File: src/sv/ppd_pkg.sv
package ppd_pkg;

	localparam int MAX_POINTS_DEF = 256;
	localparam int COORD_W        = 11;
	localparam int SQ_W           = 2 * COORD_W;
	localparam int DIST_W         = SQ_W + 1;

	localparam logic [COORD_W-1:0] COORD_LIMIT = 11'd2000;

	// result status codes
	typedef logic [1:0] status_t;
	localparam status_t ST_OK      = 2'd0;
	localparam status_t ST_TOO_FEW = 2'd1;
	localparam status_t ST_DROPPED = 2'd2;

	typedef enum logic {
		MODE_CLOSEST  = 1'b0,
		MODE_FARTHEST = 1'b1
	} mode_t;

	typedef struct packed {
		logic [COORD_W-1:0] x;
		logic [COORD_W-1:0] y;
	} xy_t;

	typedef struct packed {
		logic [COORD_W-1:0] coord_x;
		logic [COORD_W-1:0] coord_y;
		logic               last_point;
	} point_t;

	typedef struct packed {
		logic [COORD_W-1:0] first_x;
		logic [COORD_W-1:0] first_y;
		logic [COORD_W-1:0] second_x;
		logic [COORD_W-1:0] second_y;
		logic [DIST_W-1:0]  dist_squared;
		status_t            status;
	} result_t;

	// probe token walking the cell chain: one row of the pair walk
	typedef struct packed {
		logic              last_row;
		logic              have;
		xy_t               probe;
		logic [DIST_W-1:0] best_d;
		xy_t               best;
	} tok_t;

	// strict compare: ties keep the earlier pair
	function automatic logic is_better(mode_t mode, logic [DIST_W-1:0] d,
			logic [DIST_W-1:0] best);
		if (mode == MODE_FARTHEST) begin
			return d > best;
		end
		return d < best;
	endfunction

endpackage

File: src/sv/ppd_cell.sv
module ppd_cell #(
	parameter int MAX_POINTS = ppd_pkg::MAX_POINTS_DEF,
	parameter int CELL_IDX   = 0,
	parameter int IW         = $clog2(MAX_POINTS),
	parameter int CW         = $clog2(MAX_POINTS + 1)
) (
	input  logic                clk,
	input  logic                arst_n,
	input  logic                load_en,
	input  logic [IW-1:0]       load_idx,
	input  ppd_pkg::xy_t        load_pt,
	input  ppd_pkg::mode_t      mode,
	input  logic [CW-1:0]       n_pts,
	input  logic                tin_valid,
	input  logic [IW-1:0]       tin_idx,
	input  ppd_pkg::tok_t       tin,
	output logic                tout_valid,
	output logic [IW-1:0]       tout_idx,
	output ppd_pkg::tok_t       tout
);

	ppd_pkg::xy_t                    pt_q;
	logic [ppd_pkg::COORD_W-1:0]     dx, dy;
	logic                            active;
	logic                            valid_s1, act_s1;
	logic [IW-1:0]                   idx_s1;
	ppd_pkg::tok_t                   tok_s1;
	logic [ppd_pkg::SQ_W-1:0]        sqx_s1, sqy_s1;
	logic [ppd_pkg::DIST_W-1:0]      d;
	logic                            take;
	ppd_pkg::tok_t                   tok_nx;
	logic                            valid_s2;
	logic [IW-1:0]                   idx_s2;
	ppd_pkg::tok_t                   tok_s2;

	// this cell's point
	always_ff @(posedge clk) begin
		if (load_en && load_idx == IW'(CELL_IDX)) begin
			pt_q <= load_pt;
		end
	end

	// stage 1: absolute differences and squares
	always_comb begin
		dx = (tin.probe.x > pt_q.x) ? tin.probe.x - pt_q.x : pt_q.x - tin.probe.x;
		dy = (tin.probe.y > pt_q.y) ? tin.probe.y - pt_q.y : pt_q.y - tin.probe.y;
		active = tin_valid && (CW'(CELL_IDX) > CW'(tin_idx)) && (CW'(CELL_IDX) < n_pts);
	end

	always_ff @(posedge clk or negedge arst_n) begin
		if (!arst_n) begin
			valid_s1 <= 1'b0;
		end else begin
			valid_s1 <= tin_valid;
		end
	end

	always_ff @(posedge clk) begin
		act_s1 <= active;
		idx_s1 <= tin_idx;
		tok_s1 <= tin;
		sqx_s1 <= ppd_pkg::SQ_W'(dx) * ppd_pkg::SQ_W'(dx);
		sqy_s1 <= ppd_pkg::SQ_W'(dy) * ppd_pkg::SQ_W'(dy);
	end

	// stage 2: sum and strict compare against the row best
	always_comb begin
		d      = ppd_pkg::DIST_W'(sqx_s1) + ppd_pkg::DIST_W'(sqy_s1);
		take   = act_s1 && (!tok_s1.have || ppd_pkg::is_better(mode, d, tok_s1.best_d));
		tok_nx = tok_s1;
		if (take) begin
			tok_nx.have   = 1'b1;
			tok_nx.best_d = d;
			tok_nx.best   = pt_q;
		end
	end

	always_ff @(posedge clk or negedge arst_n) begin
		if (!arst_n) begin
			valid_s2 <= 1'b0;
		end else begin
			valid_s2 <= valid_s1;
		end
	end

	always_ff @(posedge clk) begin
		idx_s2 <= idx_s1;
		tok_s2 <= tok_nx;
	end

	assign tout_valid = valid_s2;
	assign tout_idx   = idx_s2;
	assign tout       = tok_s2;

endmodule

File: config.mk
export PLATFORM = sky130hd
export DESIGN_NAME = ppd_cell
export DESIGN_NICKNAME = d
export VERILOG_FILES = /design/src/sv/ppd_pkg.sv /design/src/sv/ppd_cell.sv
export SDC_FILE = /design/constraint.sdc
export NUM_CORES = 1
export LEC_CHECK = 0
export ABC_AREA = 1
export BUFFER_PORTS_ARGS = -buffer_cell sky130_fd_sc_hd__buf_2
export CORE_MARGIN = 2
export CORE_UTILIZATION = 30
export DETAILED_ROUTE_END_ITERATION = 7
export PLACE_DENSITY_LB_ADDON = 0.15
export SYNTH_ARGS = -nofsm -noshare
export SYNTH_HDL_FRONTEND = slang
export SYNTH_SLANG_ARGS = --single-unit
File: constraint.sdc
create_clock -name clk -period 0.8 [get_ports clk]
set_input_delay 0.08 -clock clk [delete_from_list [all_inputs] [get_ports clk]]
set_output_delay 0.08 -clock clk [all_outputs]
set_load 0.01 [all_outputs]
Word-level counts from Yosys, hierarchy flattened. Index checks and enable logic that the tools add are counted.

Output and inout bits: 78. Bits in registers: 156. Input bits: 121. Word-level logic and storage cells: 18.

Logic depth before layout (Yosys ltp).
Word-level depth: 0. Mapped depth: 0. Gate-level depth less buffers: 0.

Least setup slack after synthesis. Ideal clock, no wire load.

Path type: register to output. From: register valid_s2, in the netlist tout_valid. To: output port tout_valid. Stages on the path, launching flop included: 1. Path slack: 0.344 ns. Data arrival time: 0.376 ns. Path through: dfrtp_1.

RTL lines: start, declared (line ppd_cell.sv:32) `logic valid_s2;`; start signal, assigned (line ppd_cell.sv:82) `valid_s2 <= valid_s1;`; end, declared (line ppd_cell.sv:17) `output logic tout_valid,`.

No word-level cell between the ends.

Worst setup path after layout.
From: register valid_s2, in the netlist tout_valid. To: output port tout_valid.

No word-level cell between the ends.

==> flow_metrics.env <==
export IMPL_arrival_ps=1000
export IMPL_yosysTopAreaCell="dfxtp_1"
export IMPL_critPathCaptureType="primary output"
export IMPL_cp_slowest_cell="dfrtp_1"
export IMPL_violations="negative setup slack"
export IMPL_fill_cells=844
export IMPL_die_w_microns=106
export IMPL_critPathMaxStageDelay_ps=350
export IMPL_clk_pin_slew_ps=60
export IMPL_min_path_type="in2reg"
export IMPL_drive_gt1_frac=0.519
export IMPL_power_switching_w=0.00340
export IMPL_drt_iter0_drc=34
export IMPL_finalCritPeriodShare=1.35
export IMPL_dieArea_sq_mm=0.0113
export IMPL_relSlewSlack=0.806
export IMPL_clock_skew_ps=4.69
export IMPL_maxCapViolCount=0
export IMPL_grt_first_pass_wirelength_mm=9.50
export IMPL_p_int_w=0.0139
export IMPL_grt_max_degree=17
export IMPL_switching_share=0.197
export IMPL_final_common_cell="buf_2"
export IMPL_period_needed_ps=1080
export IMPL_yosysWarnings=0
export IMPL_wire_per_inst_microns=10.9
export IMPL_design_portCount=199
export IMPL_path_class="reg2out"
export IMPL_synth_area_leaders="dfxtp_1, dfrtp_1"
export IMPL_cts_buffers=17
export IMPL_num_antenna_cells=0
export IMPL_htree_levels=4
export IMPL_final_antenna_net_count=0
export IMPL_syn_avg_cell_area_sq_um=20.1
export IMPL_utilization=0.562
export IMPL_regArea_sq_mm=0.00317
export IMPL_multi_input_area_sq_um=0
export IMPL_netlist_area_sq_mm=0.00313
export IMPL_cts_tree="yes"
export IMPL_drt_pre_antenna_iters=4
export IMPL_worstPathRequired_ps=720
export IMPL_yosysSeqAreaShare=1.00
export IMPL_synth_top_area_frac=0.984
export IMPL_initial_core_util=0.306
export IMPL_crit_buf_inv=1
export IMPL_setup_slack_ps=-284
export IMPL_setup_viol=78
export IMPL_holdWs_ps=187
export IMPL_antenna_found_initial=0
export IMPL_dp_hpwl_mm=3.77
export IMPL_syn2layout_area_growth_pct=83.5
export IMPL_synth_fp_nets=277
export IMPL_placed_cells=449
export IMPL_vias=1966
export IMPL_row_count=37
export IMPL_worstPathMaxFanout=1
export IMPL_final_hold_violation_count=0
export IMPL_rsz0062_at_grt="yes"
export IMPL_layout_common_cells="buf_2, dfxtp_1, dlygate4sd3_1, buf_6, dfxtp_2"
export IMPL_routabilityCongestion=0.662
export IMPL_pwr_density_cell_mw_per_mm2=3010
export IMPL_ys_types=2
export IMPL_nMultiInputCombCells=0
export IMPL_port_buffers=157
export IMPL_nNetsFinal=533
export IMPL_vdd_drop_max_v=0.00303
export IMPL_outcome="complete, but fails checks"
export IMPL_seqPwrFrac=0.481
export IMPL_fmaxAchievable_ghz=0.923
export IMPL_drc_errors=0
export IMPL_worstPathCellList="buf_2"
export IMPL_grt_pass1_vias=2086
export IMPL_stdcell_count=560
export IMPL_clock_latency_ps=520
export IMPL_netlist_instances=156
export IMPL_overflow=0
export IMPL_viasPerCell=3.51
export IMPL_die_height_microns=106
export IMPL_startpoint_type="flip-flop"
export IMPL_grtUsageTotal=0.118
export IMPL_root_buffer="clkbuf_8"
export IMPL_clkSinkCount=156
export IMPL_leakagePower_nw=2.64
export IMPL_slew_viol_final=0
export IMPL_clock_path_buffers=2
export IMPL_coreArea_sq_mm=0.0102
export IMPL_ys_seq_elements=156
export IMPL_p_comb_frac=0.052
export IMPL_pwr_share_clk=0.467
export IMPL_worst_pin_slew_ps=292
export IMPL_wirelength_mm=6.13
export IMPL_path_delay_family="flip-flops"
## layer usage
layer | wire, microns | part of all wire | vias up | GRT usage
met5 | 0 | 0 | - | 0
met4 | 84 | 0.014 | 0 | 0.0677
met3 | 538 | 0.088 | 8 | 0.0828
met2 | 3270 | 0.53 | 79 | 0.191
met1 | 2240 | 0.37 | 881 | 0.108
li1 | - | - | 998 | -
## flip-flops by register name, indices dropped and copies added, names as in the netlist
register,flops
idx_s1,8
tok_nx,23
tok_s1,46
tout,69
tout_idx,8
tout_valid,1
valid_s1,1
## final timing paths
check                      cells after the start  slack (ps)    endpoint  startpoint
setup / recovery                               1        -280  tout_valid  tout_valid
max in group asynchronous                      3         250    valid_s1      arst_n
min in group asynchronous                      3         430  tout_valid      arst_n
setup reg to reg                               0         340  tout_valid    valid_s1
hold reg to reg                                0         320    tout[11]  tok_s1[11]
hold / removal                                 2         190  tok_s1[28]     tin[28]
## layout make-up
class,instances,share of cell area
tap,136,0.0296
clock inverter,13,0.0335
clock buffer,18,0.0727
sequential,156,0.552
timing repair buffer,237,0.312
## cells by family (layout without fill, tap and decap cells)
logic type	after synthesis	in the layout	share of synthesized area
buffers and inverters	0	268	0
flip-flops	156	156	1.00
## synthesized netlist by cell type (all sizes together)
cell and count:
dfrtp 2, dfxtp 154
## repair_timing
action,CTS,global route
gates resized for setup,25,41
setup endpoints to repair,78,78
hold buffers,80,0
setup buffers,0,0
pin swaps,0,0
hold endpoints to repair,80,0
## stage by stage
step	area [sq um]	setup slack [ps]	power (W)	setup TNS, ps
2_1_floorplan	3130	344	0.00855	0
3_3_place_gp	4090	249	0.00894	0
3_5_place_dp	4090	254	0.00896	0
4_1_cts	5600	-326	0.0175	-20440
5_1_grt	5750	-344	0.0180	-22110
6_report	5750	-284	0.0173	-17250
## power groups by stage
stage,clock network [W],registers [W],logic (W)
after floorplan,0,0.00855,0
final,0.00808,0.00832,0.000908
after global placement,0,0.00843,0.000510
after detailed placement,0,0.00845,0.000508
after CTS,0.00832,0.00830,0.000852
after global routing,0.00871,0.00835,0.000972
(Power assumes the default switching activity.)
