## config.mk

```make
export PLATFORM = sky130hd
export DESIGN_NAME = ppd_merge
export DESIGN_NICKNAME = d
export VERILOG_FILES = /design/src/sv/ppd_pkg.sv /design/src/sv/ppd_merge.sv
export SDC_FILE = /design/constraint.sdc
export NUM_CORES = 1
export LEC_CHECK = 0
export ABC_AREA = 1
export BUFFER_PORTS_ARGS = -buffer_cell sky130_fd_sc_hd__buf_4
export CAP_MARGIN = 20
export CORE_ASPECT_RATIO = 0.7
export CORE_MARGIN = 5
export CORE_UTILIZATION = 45
export CTS_CLUSTER_SIZE = 40
export DETAILED_ROUTE_END_ITERATION = 8
export HOLD_SLACK_MARGIN = 0.1
export PLACE_DENSITY_LB_ADDON = 0.1
export SLEW_MARGIN = 20
export SYNTH_ARGS = -nofsm -noshare
export SYNTH_HDL_FRONTEND = slang
export SYNTH_SLANG_ARGS = --single-unit
```

## constraint.sdc

```tcl
create_clock -name clk -period 4.1 [get_ports clk]
set_input_delay 0.615 -clock clk [delete_from_list [all_inputs] [get_ports clk]]
set_output_delay 0.615 -clock clk [all_outputs]
set_load 0.005 [all_outputs]
```

## src/sv/ppd_pkg.sv

```systemverilog
package ppd_pkg;

	localparam int MAX_POINTS_DEF = 256;
	localparam int COORD_W        = 11;
	localparam int SQ_W           = 2 * COORD_W;
	localparam int DIST_W         = SQ_W + 1;

	localparam logic [COORD_W-1:0] COORD_LIMIT = 11'd2000;

	// result status codes
	typedef logic [1:0] status_t;
	localparam status_t ST_OK      = 2'd0;
	localparam status_t ST_TOO_FEW = 2'd1;
	localparam status_t ST_DROPPED = 2'd2;

	typedef enum logic {
		MODE_CLOSEST  = 1'b0,
		MODE_FARTHEST = 1'b1
	} mode_t;

	typedef struct packed {
		logic [COORD_W-1:0] x;
		logic [COORD_W-1:0] y;
	} xy_t;

	typedef struct packed {
		logic [COORD_W-1:0] coord_x;
		logic [COORD_W-1:0] coord_y;
		logic               last_point;
	} point_t;

	typedef struct packed {
		logic [COORD_W-1:0] first_x;
		logic [COORD_W-1:0] first_y;
		logic [COORD_W-1:0] second_x;
		logic [COORD_W-1:0] second_y;
		logic [DIST_W-1:0]  dist_squared;
		status_t            status;
	} result_t;

	// probe token walking the cell chain: one row of the pair walk
	typedef struct packed {
		logic              last_row;
		logic              have;
		xy_t               probe;
		logic [DIST_W-1:0] best_d;
		xy_t               best;
	} tok_t;

	// strict compare: ties keep the earlier pair
	function automatic logic is_better(mode_t mode, logic [DIST_W-1:0] d,
			logic [DIST_W-1:0] best);
		if (mode == MODE_FARTHEST) begin
			return d > best;
		end
		return d < best;
	endfunction

endpackage

```

## src/sv/ppd_merge.sv

```systemverilog
module ppd_merge (
	input  logic           clk,
	input  logic           arst_n,
	input  logic           clear,
	input  ppd_pkg::mode_t mode,
	input  logic           tin_valid,
	input  ppd_pkg::tok_t  tin,
	output logic           done,
	output ppd_pkg::tok_t  best
);

	logic          have_q;
	logic          done_q;
	ppd_pkg::tok_t best_q;
	logic          upd;

	// rows arrive in probe order; strict compare keeps the earliest row on ties
	assign upd = tin_valid && tin.have &&
		(!have_q || ppd_pkg::is_better(mode, tin.best_d, best_q.best_d));

	always_ff @(posedge clk or negedge arst_n) begin
		if (!arst_n) begin
			have_q <= 1'b0;
			done_q <= 1'b0;
		end else begin
			done_q <= tin_valid && tin.last_row;
			if (clear) begin
				have_q <= 1'b0;
			end else if (upd) begin
				have_q <= 1'b1;
			end
		end
	end

	always_ff @(posedge clk) begin
		if (!clear && upd) begin
			best_q <= tin;
		end
	end

	assign done = done_q;
	assign best = best_q;

endmodule

```

# ---- Word level (Yosys, flattened, before mapping)
# Cells that the tools add are included.
# W data, S select, Z words.
dict set report totals {
  input_bits 74
  ramBits 0
  mem_bits_ro 0
  output_inout_bits 70
  latchBits 0
  register_bits 71
  mem_count 0
}
dict set report op_classes {
  n_bitwise 0
  reduce_logical 8
  order_cmp 2
  n_eq_ne 0
  add_sub_neg 0
  shifts 0
  div 0
  mux 5
  n_mul 0
}
# cell count
set op_table {}
lappend op_table {{$gt A23 B23 Y1} 1}
lappend op_table {{$lt A23 B23 Y1} 1}
lappend op_table {{$mux W1} 5}
lappend op_table {{$logic_and A1 B1 Y1} 4}
lappend op_table {{$logic_not A1 Y1} 2}
lappend op_table {{$reduce_bool A2 Y1} 1}
lappend op_table {{$logic_or A1 B1 Y1} 1}

# ---- Depth between registers and ports, before layout
dict set report depth {
  depth_word 7
  mapped_depth 14
  mapped_depth_nobuf 14
}

# ---- Worst setup path after synthesis
# OpenSTA, ideal clock, no wires.
dict set report synth_path {
  kind {in2reg}
  startpoint {in tin[44] (netlist bit)}
  endpoint {reg best_q, in the netlist best[0] (enable)}
  path_stages 11
  path_buffers 0
  arrival_ns 2.879
  setup_slack_ns 0.798
  setup_time_ns 0.423
  cell_sequence {ha_1 > nand2_2 > nor2_4 > nand3_2 > nor2_2 > nand2_2 > nand3_2 > nand2_1 > nand3_1 > nand2_1 > inv_1}
}
dict set report synth_between {
  elab_chain_len 6
  elab_cells_between_ends 7
  classes_between {order compare: 2; mux: 2; reduce/logical: 3}
}
# item line_no
set synth_rtl {}
lappend synth_rtl {{start: declaration} ppd_merge.sv:7} ;# input ppd_pkg::tok_t tin,
lappend synth_rtl {{$gt A23 B23 Y1} ppd_pkg.sv:54} ;# return d > best;
lappend synth_rtl {{$mux W1} ppd_pkg.sv:53} ;# if (mode == MODE_FARTHEST) begin
lappend synth_rtl {{$mux W1 *} ppd_pkg.sv:56} ;# return d < best;
lappend synth_rtl {{$logic_or A1 B1 Y1 *} ppd_merge.sv:19} ;# (!have_q || ppd_pkg::is_better(mode, tin.best_d, best_q.best_d));
lappend synth_rtl {{$logic_and A1 B1 Y1 *} ppd_merge.sv:18} ;# assign upd = tin_valid && tin.have &&
lappend synth_rtl {{$logic_and A1 B1 Y1 *} ppd_merge.sv:36} ;# if (!clear && upd) begin
lappend synth_rtl {{end signal: assignment} ppd_merge.sv:37} ;# best_q <= tin;
lappend synth_rtl {{end: declaration} ppd_merge.sv:14} ;# ppd_pkg::tok_t best_q;
# Mark *: on every way between the ends. The rest lies on a longest branch, timed or not. The select of a mux whose other input is x is not followed.
# A chain may end at the register's enable or synchronous reset.

# ---- Final worst setup path
dict set report layout_path {
  startpoint {reg best_q, in the netlist best[38]}
  endpoint {reg best_q, in the netlist best[27] (enable)}
}
dict set report layout_between {
  elab_chain_len 6
  elab_cells_between_ends 7
  classes_between {order compare: 2; mux: 2; reduce/logical: 3}
}
# item line_no
set layout_rtl {}
lappend layout_rtl {{$gt A23 B23 Y1} ppd_pkg.sv:54}
lappend layout_rtl {{$mux W1} ppd_pkg.sv:53}
lappend layout_rtl {{$mux W1 *} ppd_pkg.sv:56}
lappend layout_rtl {{$logic_or A1 B1 Y1 *} ppd_merge.sv:19}
lappend layout_rtl {{$logic_and A1 B1 Y1 *} ppd_merge.sv:18}
lappend layout_rtl {{$logic_and A1 B1 Y1 *} ppd_merge.sv:36}
# Marked as above.

==> qor.yml <==
power_leakage_nw: 2.001
worst_skew_pair_latency_ns: 0.34
cts_inserted_buffers: 9
die_x_extent_um: 105.6
die_h_um: 76.89
timing.critical_path.fanout_max: 48
cts_tree: "done"
initial_antenna_violation_count: 0
post-route-drc-count: 0
mostFrequentLayoutCells: "sky130_fd_sc_hd__buf_4 (143), sky130_fd_sc_hd__edfxtp_1 (69), sky130_fd_sc_hd__inv_1 (36), sky130_fd_sc_hd__nand2_1 (34), sky130_fd_sc_hd__ha_1 (23)"
mostFrequentLayoutCell: "sky130_fd_sc_hd__buf_4"
cp.arrival_ns: 2.49
worst_slew_margin_rel: 0.6767
clk_pin_slew_ns: 0.07
initial_core_utilization: 0.4628
dieArea_um2: 8117
row_count: 24
slew_viol_final: 0
synth.distinct_cells: 17
vias_per_cell: 4.460
clk_skew_ns: 0.006091
wire_length_of_the_first_global_routing_pass_mm: 10.06
drive_gt1_frac: 0.4765
cts_resized: 0
timing.final.ws_setup_ns: 1.628
max_clock_freq_mhz: 404.5
route.final.wire_length_mm: 6.398
vias: 1958
rsz0062_at_grt: "false"
final_antenna_net_count: 0
synth.yosys.seq_area_share: 0.7377
number_of_port_buffers: 143
dr.first_iter.drc_count: 34
ctsLongestPathBuffers: 2
fin_crit_ns: 2.472
crit_path_max_incr_delay_ns: 0.40
fin_nets: 453
worst_pin_slew_ns: 0.4843
worst_path_max_delay_cell: "sky130_fd_sc_hd__edfxtp_1"
pin_count_of_the_biggest_net_entering_global_routing: 49
total_setup_buffers_inserted_after_cts: 0
worst-endpoint-required_ns: 4.12
synthCells: 200
place_worst_setup_slack_ns: 1.272
maxCapViolCount: 0
ys.warnings.count: 0
syn_area_per_cell_um2: 14.38
power-per-cell-area_nw_per_um2: 378.8
pre_antenna_drt_iters: 4
ir_drop_v: 0.0002731
final.period_utilization: 0.6030
grtUsageTotal: 0.1614
cts_hold_repair.buffers: 1
cts.sink_count: 71
areaGrowthSynthToFinish_pct: 49.98
clock_tree.root_cell: "sky130_fd_sc_hd__clkbuf_8"
place_congestion: 0.6995
finalHoldWorstSlack_ns: 0.4315
hold_class: "in -> reg"
seq_cells_post_synth: 71
syn-num-nets: 297
status: "finished clean"
fillers: 455
cell_area_after_synthesis_um2: 2877
overflow_after_grt: 0
hold_viol_final: 0
kind_of_critical_path: "reg -> reg"
timing.final.setup_violations: 0
wire_per_inst_um: 14.57
tns_ns: 0
htree_levels: 3
insertedDiodeCount: 0
timing.critical_path.from_type: "flip-flop"
vias_in_the_first_global_route: 2014
timing.critical_path.cells: "inv_1, ha_1, a21oi_1, nor2_4, nor2_2, nand4_1, nand3_1, nand2_1, inv_2, buf_12"
core_region_area_um2: 6216
hpwl_after_detailed_placement_mm: 5.066
io_pins: 144
end_kind: "flip-flop"
kinds of logic after synthesis:
kind of cell,synth area share
buffers and inverters,0.05220
adder cells (fa/ha/maj),0.1000
AND/OR/NAND/NOR,0.09352
flip-flops,0.7377
AO/OA/AOI/OAI,0.01653
state kept, by name, indices dropped and copies added (netlist names):
| register | flops |
|---|---|
| best | 69 |
| have_q | 1 |
| done | 1 |
final timing paths:
kind	from	endpoint	slack, ns	depth (start not counted)
worst max-delay path	best[38]	best[27]	1.63	10
worst min-delay path	clear	have_q	0.43	2
worst max register to register	best[38]	best[27]	1.63	10
worst min register to register	have_q	have_q	0.53	2
max in group asynchronous	arst_n	done	3.40	2
min in group asynchronous	arst_n	have_q	0.61	2
report_power, final:
part	leakage (nW)	switching, W	total [W]	internal [W]
combinational	1.22	0.0000630	0.000150	0.0000867
sequential	0.658	0.00000724	0.000829	0.000822
clock	0.120	0.000252	0.000655	0.000403
total	2.00	0.000322	0.00163	0.00131
per-layer routing:
layer | vias up | track usage | part of all wire
met1 | 874 | 0.1983 | 0.42
met4 | 0 | 0.05563 | 0.015
met2 | 85 | 0.2424 | 0.45
li1 | 988 | - | -
met5 | - | 0 | 0
met3 | 11 | 0.08809 | 0.12
layout make-up:
cell class                 instances  area, um2  area share
inverter                          40      150.1     0.03480
sequential                        71       2122      0.4919
tap                               78      97.59     0.02262
timing repair buffer             145       1104      0.2558
multi-input combinational         89      604.3      0.1401
clock inverter                     6      108.9     0.02523
clock buffer                      10      127.6     0.02958
stage by stage:
step / cell area, um2 / utilization / instances / power, W
after floorplan: 2877 / - / 200 / 0.0008958
after global placement: 4068 / 0.6544 / 422 / 0.0009926
after detailed placement: 4068 / 0.6544 / 422 / 0.0009963
after CTS: 4314 / 0.6940 / 439 / 0.001655
after global routing: 4314 / 0.6940 / 439 / 0.001710
final: 4314 / 0.6940 / 439 / 0.001634
synth_stat cells:
cell                       instances  area [um2]
sky130_fd_sc_hd__a21o_1            1       7.510
sky130_fd_sc_hd__a21oi_1           8       40.04
sky130_fd_sc_hd__clkinv_1          2       7.510
sky130_fd_sc_hd__dfrtp_1           2       50.05
sky130_fd_sc_hd__edfxtp_1         69        2072
sky130_fd_sc_hd__ha_1             23       287.8
sky130_fd_sc_hd__inv_1            37       138.9
sky130_fd_sc_hd__inv_2             1       3.750
sky130_fd_sc_hd__nand2_1          34       127.6
sky130_fd_sc_hd__nand2_2           4       25.02
sky130_fd_sc_hd__nand3_1           5       25.02
sky130_fd_sc_hd__nand3_2           2       20.02
sky130_fd_sc_hd__nand4_1           1       6.260
sky130_fd_sc_hd__nor2_1            5       18.77
sky130_fd_sc_hd__nor2_2            3       18.77
sky130_fd_sc_hd__nor2_4            2       22.52
sky130_fd_sc_hd__nor3_1            1       5.000
critical path: cells and delay by family (launching register included):
family | cells | cell delay (ns)
flops | 1 | 0.40
compound gates | 1 | 0.26
fa+ha+maj | 1 | 0.23
simple gates | 5 | 0.50
buf+inv | 3 | 0.75
Note: power is estimated with default switching activity, not from simulation.
